--- config.mk ---
export PLATFORM = sky130hd
export DESIGN_NAME = bmf_queue
export DESIGN_NICKNAME = d
export VERILOG_FILES = /design/src/rtl/bmf_pkg.sv /design/src/rtl/bmf_queue.sv
export SDC_FILE = /design/constraint.sdc
export NUM_CORES = 1
export LEC_CHECK = 0
export ABC_AREA = 1
export ABC_CLOCK_PERIOD_IN_PS = 3100
export BUFFER_PORTS_ARGS = -buffer_cell sky130_fd_sc_hd__buf_4
export CORE_UTILIZATION = 36
export CTS_CLUSTER_SIZE = 24
export DETAILED_ROUTE_END_ITERATION = 12
export PLACE_DENSITY = 0.64
export SKIP_LAST_GASP = 1
export SLEW_MARGIN = 20
export SYNTH_ARGS = -nofsm -noshare
export SYNTH_HDL_FRONTEND = slang
export SYNTH_SLANG_ARGS = --single-unit
export TNS_END_PERCENT = 100
--- constraint.sdc ---
create_clock -name clk -period 3.1 [get_ports clk]
set_clock_uncertainty 0.2 [all_clocks]
set_input_delay 0.155 -clock clk [delete_from_list [all_inputs] [get_ports clk]]
set_output_delay 0.155 -clock clk [all_outputs]
set_load 0.005 [all_outputs]
--- src/rtl/bmf_pkg.sv ---
// Shared types, constants and arithmetic helpers of the biased MF SGD engine.
`default_nettype none
package bmf_pkg;

  localparam int MAX_FACTORS   = 32;
  localparam int MAX_USERS     = 4096;
  localparam int MAX_ITEMS     = 4096;
  localparam int FRACTION_BITS = 16;
  localparam int RATE_BITS     = 16;
  localparam int VALUE_BITS    = 24;
  localparam int BIAS_SLOT     = 32;
  localparam int QUEUE_DEPTH   = 4;

  localparam int K_W   = $clog2(MAX_FACTORS);
  localparam int U_W   = $clog2(MAX_USERS);
  localparam int I_W   = $clog2(MAX_ITEMS);
  localparam int QP_W  = $clog2(QUEUE_DEPTH);
  localparam int NF_W  = 6;
  localparam int CFG_IDX_W  = 3;
  localparam int CFG_DATA_W = 24;

  typedef logic signed [VALUE_BITS-1:0] value_t;

  localparam int ONE_I = 1 << FRACTION_BITS;
  localparam value_t ONE_V  = VALUE_BITS'(ONE_I);
  localparam value_t HALF_V = VALUE_BITS'(ONE_I / 2);

  localparam logic signed [39:0] SAT_HI = 40'((1 << (VALUE_BITS - 1)) - 1);
  localparam logic signed [39:0] SAT_LO = -SAT_HI - 40'sd1;

  localparam logic [24:0] SIG_T_TOP = 25'(5 * ONE_I);
  localparam logic [24:0] SIG_T_MID = 25'((19 * ONE_I) / 8);
  localparam logic [24:0] SIG_C_TOP = 25'((27 * ONE_I) / 32);
  localparam logic [24:0] SIG_C_MID = 25'((5 * ONE_I) / 8);
  localparam logic [24:0] SIG_C_LOW = 25'(ONE_I / 2);

  typedef enum logic [1:0] {
    CMD_TRAIN     = 2'd0,
    CMD_PREDICT   = 2'd1,
    CMD_LOAD_USER = 2'd2,
    CMD_LOAD_ITEM = 2'd3
  } cmd_t;

  typedef enum logic [CFG_IDX_W-1:0] {
    REG_TASK_MODE   = 3'd0,
    REG_FACTORS     = 3'd1,
    REG_LEARN_RATE  = 3'd2,
    REG_REG_WEIGHT  = 3'd3,
    REG_GLOBAL_MEAN = 3'd4
  } reg_idx_t;

  typedef enum logic [2:0] {
    ST_IDLE,
    ST_DOT,
    ST_SUM,
    ST_SIG,
    ST_ERR,
    ST_UPD
  } bmf_state_t;

  typedef enum logic [1:0] {
    EL_FACTOR,
    EL_USER_BIAS,
    EL_ITEM_BIAS
  } elem_t;

  typedef struct packed {
    cmd_t           cmd;
    logic           is_load;
    logic           train;
    logic           use_u;
    logic           use_i;
    logic           slot_bias;
    logic           slot_factor;
    logic [K_W-1:0] slot;
    logic [U_W-1:0] user;
    logic [I_W-1:0] item;
    value_t         rating;
    value_t         load_value;
  } bmf_op_t;

  function automatic value_t sat_value(input logic signed [39:0] v);
    value_t r;
    if (v > SAT_HI) r = SAT_HI[VALUE_BITS-1:0];
    else if (v < SAT_LO) r = SAT_LO[VALUE_BITS-1:0];
    else r = v[VALUE_BITS-1:0];
    return r;
  endfunction

  // Round to nearest, ties up, then drop the fraction bits.
  function automatic logic signed [32:0] round_48(input logic signed [47:0] x);
    logic signed [48:0] t;
    t = {x[47], x} + 49'(1 << (FRACTION_BITS - 1));
    return t[48:FRACTION_BITS];
  endfunction

  function automatic logic signed [25:0] round_41(input logic signed [40:0] x);
    logic signed [41:0] t;
    t = {x[40], x} + 42'(1 << (RATE_BITS - 1));
    return t[41:RATE_BITS];
  endfunction

  function automatic logic signed [35:0] round_51(input logic signed [50:0] x);
    logic signed [51:0] t;
    t = {x[50], x} + 52'(1 << (RATE_BITS - 1));
    return t[51:RATE_BITS];
  endfunction

  // Piecewise linear sigmoid, mirrored for negative input.
  function automatic value_t sigmoid(input value_t s);
    logic [24:0] ax;
    logic [24:0] y;
    ax = s[VALUE_BITS-1] ? (25'd0 - {s[VALUE_BITS-1], s}) : {1'b0, s};
    if (ax >= SIG_T_TOP) y = 25'(ONE_I);
    else if (ax >= SIG_T_MID) y = (ax >> 5) + SIG_C_TOP;
    else if (ax >= 25'(ONE_I)) y = (ax >> 3) + SIG_C_MID;
    else y = (ax >> 2) + SIG_C_LOW;
    if (s[VALUE_BITS-1]) y = 25'(ONE_I) - y;
    return y[VALUE_BITS-1:0];
  endfunction

endpackage
`default_nettype wire

--- src/rtl/bmf_queue.sv ---
// Short operation queue between front end and back end.
`default_nettype none
module bmf_queue (
  input  logic             clk,
  input  logic             rst,
  input  logic             push,
  input  bmf_pkg::bmf_op_t op_in,
  output logic             full,
  input  logic             pop,
  output logic             op_valid,
  output bmf_pkg::bmf_op_t op_out
);
  import bmf_pkg::*;

  bmf_op_t         entries [QUEUE_DEPTH];
  logic [QP_W-1:0] wr_ptr;
  logic [QP_W-1:0] rd_ptr;
  logic [QP_W:0]   count;

  assign full     = (count == (QP_W + 1)'(QUEUE_DEPTH));
  assign op_valid = (count != '0);
  assign op_out   = entries[rd_ptr];

  always_ff @(posedge clk) begin
    if (push) entries[wr_ptr] <= op_in;
  end

  always_ff @(posedge clk) begin
    if (rst) begin
      wr_ptr <= '0;
      rd_ptr <= '0;
      count  <= '0;
    end else begin
      if (push) wr_ptr <= wr_ptr + 1'b1;
      if (pop) rd_ptr <= rd_ptr + 1'b1;
      case ({push, pop})
        2'b10:   count <= count + 1'b1;
        2'b01:   count <= count - 1'b1;
        default: count <= count;
      endcase
    end
  end

endmodule
`default_nettype wire

# Yosys cells after proc, flatten, opt, wreduce, memory -nomap -nowiden
# Memory sizes are Yosys's and may differ from the RTL's. A register that Yosys moved wholly into a read port is not among the register bits.
# Index checks and enable logic that the tools add are counted.
word_totals:
  reg_bits: 7
  ram_bits: 340
  inputBits: 89
  output_inout_bits: 87
  word_cells: 18
  mem_count: 1
op_classes:
  n_addsub: 4
  eq_ne: 3
  n_mux: 5
  n_reduce_logical: 2
mem_list:
  columns: ["name", "words", "word_bits", "rd", "rd_clocked_by_memory_dff", "write_ports", "line_no", "text"]
  rows:
  - ["entries", 4, 85, 1, 1, 1, "bmf_queue.sv:15", "bmf_op_t entries [QUEUE_DEPTH];"]
op_table:
  columns: ["op", "n"]
  rows:
  - ["$pmux 3 s2", 1]
  - ["$add 2x1->2 const B", 2]
  - ["$mux 2", 2]
  - ["$add 3x1->3 const B", 1]
  - ["$eq 3x3->1 const B", 1]
  - ["$reduce_bool 3->1", 1]
  - ["$sub 3x1->3 const B", 1]
  - ["$eq 2x1->1 const B", 1]
  - ["$eq 2x2->1 const B", 1]
  - ["$mux 1", 2]
  - ["$reduce_bool 2->1", 1]

# Depth between registers and ports, before layout
# Gate-level depths: netlist (run 1).
depth:
  word_depth: 3
  mapped_depth: 10

# Least setup slack after synthesis (run 1)
# Ideal clock, no wire load.
synth_path:
  kind: "register to register"
  startpoint: "register wr_ptr[0]"
  endpoint: "memory entries[2][0] (netlist name) (enable)"
  setup_ns: 0.439
  arrival_time_ns: 2.233
  required_ns: 2.461
  path_slack_ns: 0.228
  path_stages_with_launch: 5
  n_path_buf: 0
  synth_period_minus_slack_ns: 2.872
  cell_sequence: "dfxtp_1 > inv_1 > ha_1 > nand2_1 > inv_1"
synth_lines:
  columns: ["item", "line_no", "text"]
  rows:
  - ["from (decl)", "bmf_queue.sv:16", "logic [QP_W-1:0] wr_ptr;"]
  - ["from (signal assigned)", "bmf_queue.sv:34", "if (push) wr_ptr <= wr_ptr + 1'b1;"]
  - ["to (decl)", "bmf_queue.sv:15", null]
# No word-level cell before the write port.

==> results.py, run 1 <==
metrics = {
    "critical_path": {
        "cp_common_cell": "buf_4",
        "r2r_slack_ps": 1030,
        "cp.arrival_ps": 2370,
        "rr_endpoint": "entries[0][4]$_DFFE_PP_",
        "cp-end-kind": "output pin",
        "critPathMaxFanout": 48,
        "crit_slowest_cell": "dfxtp_4",
        "critPathRequiredTime_ps": 2740,
        "critPathKind": "register to output pin",
        "r2r-start": "wr_ptr[0]$_SDFFE_PP0P_",
        "reg2regPathDepth": 5,
        "worstSetupStartpointType": "register",
        "cp_cell_sequence": "buf_4, o21ai_0, o22ai_1, buf_4",
        "slowest_delay_ps": 650,
    },
    "clocking": {
        "clkTransAtPathRegs_ps": 60,
        "htree_num_levels": 2,
        "worst_skew_pair.late_latency_ps": 500,
        "post_cts_buffers": 0,
        "clockBufferDepth": 3,
        "cts_resized": 0,
        "cts-root-buf": "clkbuf_16",
        "numCtsBuffers": 38,
        "cts_sinks": 349,
        "cts_tree": "built",
        "ctsHoldBuffers": 89,
    },
    "sta": {
        "rsz0062_at_grt": "false",
        "max-slew-margin-rel_pct": 50.9,
        "fmax_ghz": 0.367,
        "min_period_over_period_pct": 87.8,
        "tightestPinTransition_ps": 736,
        "fin_ws_ps": 379,
        "period_needed_ps": 2720,
        "setup_viol": 0,
        "setup_tns_ps": 0,
        "hold_violations": 0,
        "drv_slew": 0,
    },
    "power_and_ir_drop": {
        "finalPower_uw": 10800,
        "leakage_uw": 0.00593,
        "p_per_area_mw_per_mm2": 638,
        "vdd_drop_max_mv": 0.377,
    },
    "logic_synthesis": {
        "syn_area_mm2": 0.0130,
        "synth_cells": 880,
        "yosysSeqAreaShare_pct": 79.9,
        "synth.avg_cell_area_um2": 14.8,
        "synthDistinctLibCells": 21,
        "synth_warnings": 0,
        "ys_ff_latch": 349,
        "synth_fp_nets": 975,
    },
    "worst_hold_path": {
        "hold_class": "primary input to register",
        "holdPathEnd": "entries[1][18]$_DFFE_PP_",
        "min_from": "op_in[18]",
        "hold_depth": 2,
    },
    "floorplan": {
        "dieHeight_um": 192,
        "core.rowCount": 69,
        "die_area_mm2": 0.0369,
        "initial_core_util_pct": 36.6,
        "die_x_um": 192,
        "core_area_mm2": 0.0356,
        "io_pins": 176,
    },
    "global_routing": {
        "grt_pass1_wl_um": 44500,
        "antenna_found_initial": 1,
        "grt_overflow": 0,
        "track_usage_pct": 15.9,
        "grt_pass1_vias": 7952,
        "grt_max_degree": 171,
    },
    "detailed_routing": {
        "drt-pass1-iter-count": 5,
        "post_drt_wl_per_cell_um": 18.2,
        "vias": 8105,
        "drtIter0Drc": 601,
        "drc": 0,
        "drt-total-wl_um": 29600,
        "ant_nets": 0,
        "vias_per_cell": 4.98,
    },
    "place": {
        "place_hpwl_um": 15800,
        "dpl_worst_slack_ps": 833,
        "portBuffers": 175,
        "routabilityCongestion": 0.708,
    },
    "cells_and_area": {
        "fin_nets": 1236,
        "area_delta_synth_final_pct": 29.7,
        "drive_gt1_share_pct": 20.8,
    },
    "run": {
        "cap_violations": 0,
    },
    "status": {
        "outcome": "finished, final reports clean",
    },
}
-- Yosys cell counts (all sizes together) --
master	instances	area, um^2
nand3	2	10.0
edfxtp	340	10200
o21ai	176	881
inv	18	70.1
o22ai	85	532
fa	1	20.0
clkbuf	38	143
ha	5	62.6
nor3	1	5.00
nor2	173	649
a21oi	5	25.0
buf	17	180
nand4	1	6.26
nand2	9	33.8
dfxtp	9	180
-- layout make-up --
cell class,count,area [um^2]
Antenna cell,1,2.50
Clock buffer,48,1050
Clock inverter,17,128
Fill cell,3071,18700
Inverter,18,82.6
Multi-Input combinational cell,458,2220
Sequential cell,349,10400
Tap cell,461,577
Timing Repair Buffer,276,2410
-- cells by family after synthesis --
family          after synthesis  share of synthesized area, %
buf+inv                      73                          3.02
fa+ha+maj                     6                         0.635
compound gates              266                          11.1
flops                       349                          79.9
simple gates                186                          5.42
-- placed cells by master (no fill, tap or decap), types with 3 or more instances in the layout --
| cell type | count |
|---|---|
| a21oi_1 | 5 |
| buf_12 | 9 |
| buf_4 | 178 |
| clkbuf_1 | 7 |
| clkbuf_16 | 41 |
| clkinv_1 | 11 |
| clkinv_2 | 3 |
| dfxtp_1 | 7 |
| dlygate4sd3_1 | 89 |
| edfxtp_1 | 340 |
| ha_1 | 5 |
| inv_1 | 12 |
| inv_4 | 4 |
| nand2_1 | 9 |
| nor2_1 | 173 |
| o21ai_0 | 153 |
| o21ai_1 | 23 |
| o22ai_1 | 85 |
-- metal layers --
metal / GRT usage (%) / part of all wire (%) / vias to the layer above / routed length [um]
met1: 22.1 / 45 / 4000 / 13400
met5: 0 / 0.044 / - / 13
met4: 4.00 / 1.4 / 2 / 406
li1: - / - / 3838 / -
met2: 25.6 / 47 / 234 / 14000
met3: 2.83 / 6.0 / 31 / 1770
-- registers in the layout, indices dropped and copies added (netlist names), named ones only --
signal,flops
entries,340
rd_ptr,2
count,3
wr_ptr,2
-- metrics by stage --
| stage | util, % | hold slack (ps) | cell area [um^2] | std cells |
|---|---|---|---|---|
| after CTS | 47.4 | 162 | 16900 | 1627 |
| after global routing | 47.4 | 169 | 16900 | 1627 |
| after detailed placement | 41.6 | 159 | 14800 | 1473 |
| after floorplan | - | 53.9 | 13000 | 880 |
| final | 47.4 | 190 | 16900 | 1628 |
| after global placement | 41.6 | 157 | 14800 | 1473 |
-- worst max-delay path by stage --
stage,startpoint,endpoint,cells after the start
CTS,register,op_out[35],4
finish,register,op_out[35],4
global route,register,op_out[21],4
floorplan,wr_ptr[0]$_SDFFE_PP0P_,entries[2][0]$_DFFE_PP_,4
global placement,register,op_out[15],4
detailed placement,register,op_out[35],4
-- report_power, final --
part | internal [uW] | total [uW] | switching, uW
registers | 5390 | 5440 | 51.2
logic | 488 | 1090 | 601
clock network | 2550 | 4230 | 1680
-- worst max-delay path, delay by kind of cell, from the launching register on --
kind | cells | cell delay (ps)
compound gates | 2 | 470
buf+inv | 2 | 730
flops | 1 | 650
No activity file was read; power rests on OpenSTA's default activity.
==> run 2: changes to the inputs <==
--- a/config.mk
+++ b/config.mk
@@ -11,2 +11,3 @@
 export CORE_UTILIZATION = 36
+export CTS_BUF_LIST = sky130_fd_sc_hd__clkbuf_4 sky130_fd_sc_hd__clkbuf_8 sky130_fd_sc_hd__clkbuf_16
 export CTS_CLUSTER_SIZE = 24
==> constraint.sdc (replaced) <==
create_clock -name clk -period 3.1 [get_ports clk]
set_clock_uncertainty 0.2 [all_clocks]
set_input_delay 0.31 -clock clk [delete_from_list [all_inputs] [get_ports clk]]
set_output_delay 0.31 -clock clk [all_outputs]
set_load 0.005 [all_outputs]
==> run 2 against run 1 <==
  * First-iteration DRC count fell by 28%
  * Power rose by 1.0%
  * Combinational power barely moved
  * Worst setup slack improved by 64 ps
==> results.py, run 2 (synthesis results as in run 1) <==
metrics = {
    "sta": {
        "setup_viol": 0,
        "fmax_ghz": 0.376,
        "max-slew-margin-rel_pct": 48.9,
        "setup_tns_ps": 0,
        "drv_slew": 0,
        "hold_violations": 0,
        "min_period_over_period_pct": 85.7,
        "period_needed_ps": 2660,
        "tightestPinTransition_ps": 767,
        "rsz0062_at_grt": "false",
        "fin_ws_ps": 443,
    },
    "clocking": {
        "numCtsBuffers": 37,
        "clkTransAtPathRegs_ps": 60,
        "ctsHoldBuffers": 88,
        "cts_sinks": 349,
        "htree_num_levels": 2,
        "worst_skew_pair.late_latency_ps": 500,
        "cts-root-buf": "clkbuf_16",
        "cts_resized": 0,
        "cts_tree": "built",
        "clockBufferDepth": 3,
        "post_cts_buffers": 0,
    },
    "critical_path": {
        "slowest_delay_ps": 410,
        "cp-end-kind": "output pin",
        "crit_slowest_cell": "buf_4",
        "critPathMaxFanout": 64,
        "worstSetupStartpointType": "register",
        "critPathRequiredTime_ps": 2590,
        "critPathKind": "register to output pin",
        "r2r_slack_ps": 1150,
        "cp_cell_sequence": "inv_6, buf_4, o21ai_0, o22ai_1, buf_4",
        "cp_common_cell": "buf_4",
        "cp.arrival_ps": 2150,
        "reg2regPathDepth": 5,
    },
    "detailed_routing": {
        "ant_nets": 0,
        "drtIter0Drc": 431,
        "drt-total-wl_um": 28500,
        "vias": 8005,
        "post_drt_wl_per_cell_um": 17.5,
        "drt-pass1-iter-count": 4,
        "vias_per_cell": 4.91,
        "drc": 0,
    },
    "cells_and_area": {
        "largestRegisters": "entries (340), count (3)",
        "layout_common_cells": "edfxtp_1 (340), buf_4 (185), nor2_1 (173)",
        "largest_register_ffs": 340,
        "seq_area_mm2": 0.0104,
        "multi_input_comb_area_mm2": 0.00222,
        "drive_gt1_share_pct": 22.1,
        "layout_commonest_cell": "edfxtp_1",
        "top_register": "entries",
        "antenna_cells": 0,
        "fillers": 3082,
        "fin_nets": 1241,
        "area_delta_synth_final_pct": 30.2,
    },
    "floorplan": {
        "core.rowCount": 69,
        "initial_core_util_pct": 36.6,
        "io_pins": 176,
        "dieHeight_um": 192,
        "core_area_mm2": 0.0356,
        "die_x_um": 192,
        "die_area_mm2": 0.0369,
    },
    "worst_hold_path": {
        "hold_class": "register to register",
        "hold_depth": 1,
    },
    "global_routing": {
        "grt_overflow": 0,
        "antenna_found_initial": 1,
        "grt_max_degree": 171,
        "track_usage_pct": 15.2,
        "grt_pass1_vias": 7822,
        "grt_pass1_wl_um": 43100,
    },
    "status": {
        "outcome": "finished, final reports clean",
    },
    "place": {
        "place_hpwl_um": 15800,
        "routabilityCongestion": 0.730,
        "portBuffers": 175,
        "dpl_worst_slack_ps": 928,
    },
    "power_and_ir_drop": {
        "p_per_area_mw_per_mm2": 642,
        "leakage_uw": 0.00597,
        "vdd_drop_max_mv": 0.375,
    },
    "run": {
        "cap_violations": 0,
    },
}
==> run 2: cell count changes in the layout (fill, tap and decap cells not counted), sizes merged <==
cell	before	now
buf	187	194
clkinv	14	11
clkbuf	48	42
bufinv	2	5
dlygate4sd3	89	88
diode	1	0
clkinvlp	0	3
==> run 2: worst max-delay path: cells and delay by family, from the launching register on <==
family | cells | cell delay, ps
flops | 1 | 360
buf+inv | 3 | 950
compound gates | 2 | 320
==> run 2: stage by stage <==
step / area (um^2) / total power, uW / utilization [%] / cells / hold slack (ps)
6_report: 16900 / 10900 / 47.6 / 1630 / 230
5_1_grt: 16900 / 11300 / 47.6 / 1630 / 274
3_5_place_dp: 14900 / 6540 / 41.8 / 1480 / 222
2_1_floorplan: 13000 / 6000 / - / 880 / 209
3_3_place_gp: 14900 / 6520 / 41.8 / 1480 / 215
4_1_cts: 16900 / 11000 / 47.6 / 1630 / 230
==> run 2: worst paths after layout <==
kind,from,endpoint
min reg2reg,rd_ptr[1]$_SDFFE_PP0P_,register
max,register,op_out[35]
min,rd_ptr[1]$_SDFFE_PP0P_,register
max reg2reg,wr_ptr[1]$_SDFFE_PP0P_,entries[1][62]$_DFFE_PP_
==> run 2: layout make-up <==
cell class / count / area share [%]
sequential: 349 / 61.4
timing repair buffer: 282 / 14.5
multi-input combinational: 458 / 13.1
clock buffer: 42 / 5.73
tap: 461 / 3.41
clock inverter: 20 / 1.35
inverter: 18 / 0.488
==> run 2: per-layer routing <==
layer | vias up | GRT usage, % | wire length, um
met1 | 3914 | 20.0 | 12800
met3 | 42 | 3.91 | 1830
met5 | - | 0 | 8
met2 | 205 | 25.0 | 13400
met4 | 2 | 3.79 | 502
li1 | 3842 | - | -
==> run 2: power by group <==
part	internal [uW]	total, uW	switching (uW)
combinational	494	1080	581
clock	2650	4360	1700
sequential	5390	5440	53.8
==> run 3: changes to the inputs <==
- CORE_ASPECT_RATIO: unset -> 0.75
==> run 3 against run 2 <==
  * Worst setup slack worse by 5.9 ps
  * Register-to-register slack hardly changed
  * First-iteration DRC count is 22% higher
  * Final area hardly changed
  * Non-clock buffer count is 1 higher
  * Routed wire length is 2.3% higher
  * Critical endpoint is now op_out[0]
==> results.py, run 3 (synthesis results as in run 1) <==
metrics = {
    "status": {
        "outcome": "finished, final reports clean",
    },
    "sta": {
        "setup_tns_ps": 0,
        "hold_violations": 0,
        "setup_viol": 0,
        "drv_slew": 0,
        "fmax_ghz": 0.375,
        "max-slew-margin-rel_pct": 52.4,
        "fin_ws_ps": 437,
        "tightestPinTransition_ps": 714,
        "hold_ws_ps": 282,
        "min_period_over_period_pct": 85.9,
        "period_needed_ps": 2660,
        "rsz0062_at_grt": "false",
    },
    "clocking": {
        "cts_resized": 0,
        "post_cts_buffers": 0,
        "htree_num_levels": 2,
        "ctsHoldBuffers": 90,
        "clkTransAtPathRegs_ps": 70,
        "cts_sinks": 349,
        "cts_tree": "built",
        "worst_skew_pair.late_latency_ps": 520,
        "cts-root-buf": "clkbuf_16",
        "clockBufferDepth": 3,
        "numCtsBuffers": 36,
    },
    "place": {
        "dpl_worst_slack_ps": 991,
        "place_hpwl_um": 16100,
        "routabilityCongestion": 0.722,
        "portBuffers": 175,
    },
    "critical_path": {
        "crit_slowest_cell": "inv_4",
        "critPathMaxFanout": 52,
        "critical_path_buf_inv_count": 3,
        "critPathRequiredTime_ps": 2590,
        "cp_cell_sequence": "inv_4, buf_12, o21ai_0, o22ai_1, buf_4",
        "cp-end-kind": "output pin",
        "critPathKind": "register to output pin",
        "cp.arrival_ps": 2150,
        "slowest_delay_ps": 420,
        "worstSetupStartpointType": "register",
        "critical-path-top-delay-family": "buffers and inverters",
    },
    "cells_and_area": {
        "finish.utilization_pct": 48.2,
        "layout_common_cells": "edfxtp_1 (340), buf_4 (181), nor2_1 (173)",
        "largestRegisters": "entries (340), count (3)",
        "fin_nets": 1241,
        "largest_register_ffs": 340,
        "drive_gt1_share_pct": 21.9,
        "layout_commonest_cell": "edfxtp_1",
        "fillers": 3032,
        "area_delta_synth_final_pct": 30.3,
        "top_register": "entries",
    },
    "floorplan": {
        "io_pins": 176,
        "die_x_um": 221,
        "core.rowCount": 59,
        "die_area_mm2": 0.0369,
        "initial_core_util_pct": 37.0,
        "dieHeight_um": 167,
        "core_area_mm2": 0.0351,
    },
    "detailed_routing": {
        "vias": 8001,
        "drt-total-wl_um": 29200,
        "vias_per_cell": 4.91,
        "drt-pass1-iter-count": 4,
        "post_drt_wl_per_cell_um": 17.9,
        "ant_nets": 0,
        "drtIter0Drc": 527,
        "drc": 0,
    },
    "global_routing": {
        "antenna_found_initial": 1,
        "track_usage_pct": 15.9,
        "grt_pass1_vias": 8081,
        "grt_max_degree": 171,
        "grt_pass1_wl_um": 45700,
        "grt_overflow": 0,
    },
    "power_and_ir_drop": {
        "leakage_uw": 0.00598,
        "finalPower_uw": 10800,
        "p_per_area_mw_per_mm2": 638,
        "vdd_drop_max_mv": 0.444,
    },
    "run": {
        "cap_violations": 0,
    },
    "worst_hold_path": {
        "hold_class": "register to register",
    },
}
[run 3: cell type report]
type	count	area, um^2	share of cell area (%)
Antenna cell	1	2.50	0.0148
Sequential cell	349	10400	61.3
Multi-Input combinational cell	458	2220	13.1
Clock inverter	20	199	1.17
Inverter	18	80.1	0.473
Clock buffer	43	971	5.73
Timing Repair Buffer	283	2500	14.8
Tap cell	457	572	3.37
[run 3: worst paths after layout]
| check | start | end | slack (ps) | cells past startpoint |
|---|---|---|---|---|
| worst min register to register | rd_ptr[1]$_SDFFE_PP0P_ | rd_ptr[1]$_SDFFE_PP0P_ | 280 | 1 |
| worst min-delay path | rd_ptr[1]$_SDFFE_PP0P_ | rd_ptr[1]$_SDFFE_PP0P_ | 280 | 1 |
| worst max-delay path | register | op_out[0] | 440 | 5 |
| worst max register to register | wr_ptr[1]$_SDFFE_PP0P_ | entries[3][13]$_DFFE_PP_ | 1140 | 4 |
[run 3: per-layer routing]
metal / GRT usage, % / part of all wire (%) / vias up
met5: 0 / 0 / -
met4: 4.05 / 1.8 / 0
met3: 3.76 / 5.9 / 47
met2: 26.0 / 47 / 203
met1: 21.3 / 46 / 3901
li1: - / - / 3850
[run 3: power by group]
group          internal, uW  switching, uW
combinational           502            602
clock                  2570           1710
sequential             5390           42.1
total                  8460           2350
[run 3: per-stage QoR]
stage,instance area (um^2),std cells
detailed placement,14900,1475
finish,16900,1629
CTS,16900,1628
global route,16900,1629
global placement,14900,1475
floorplan,13000,880
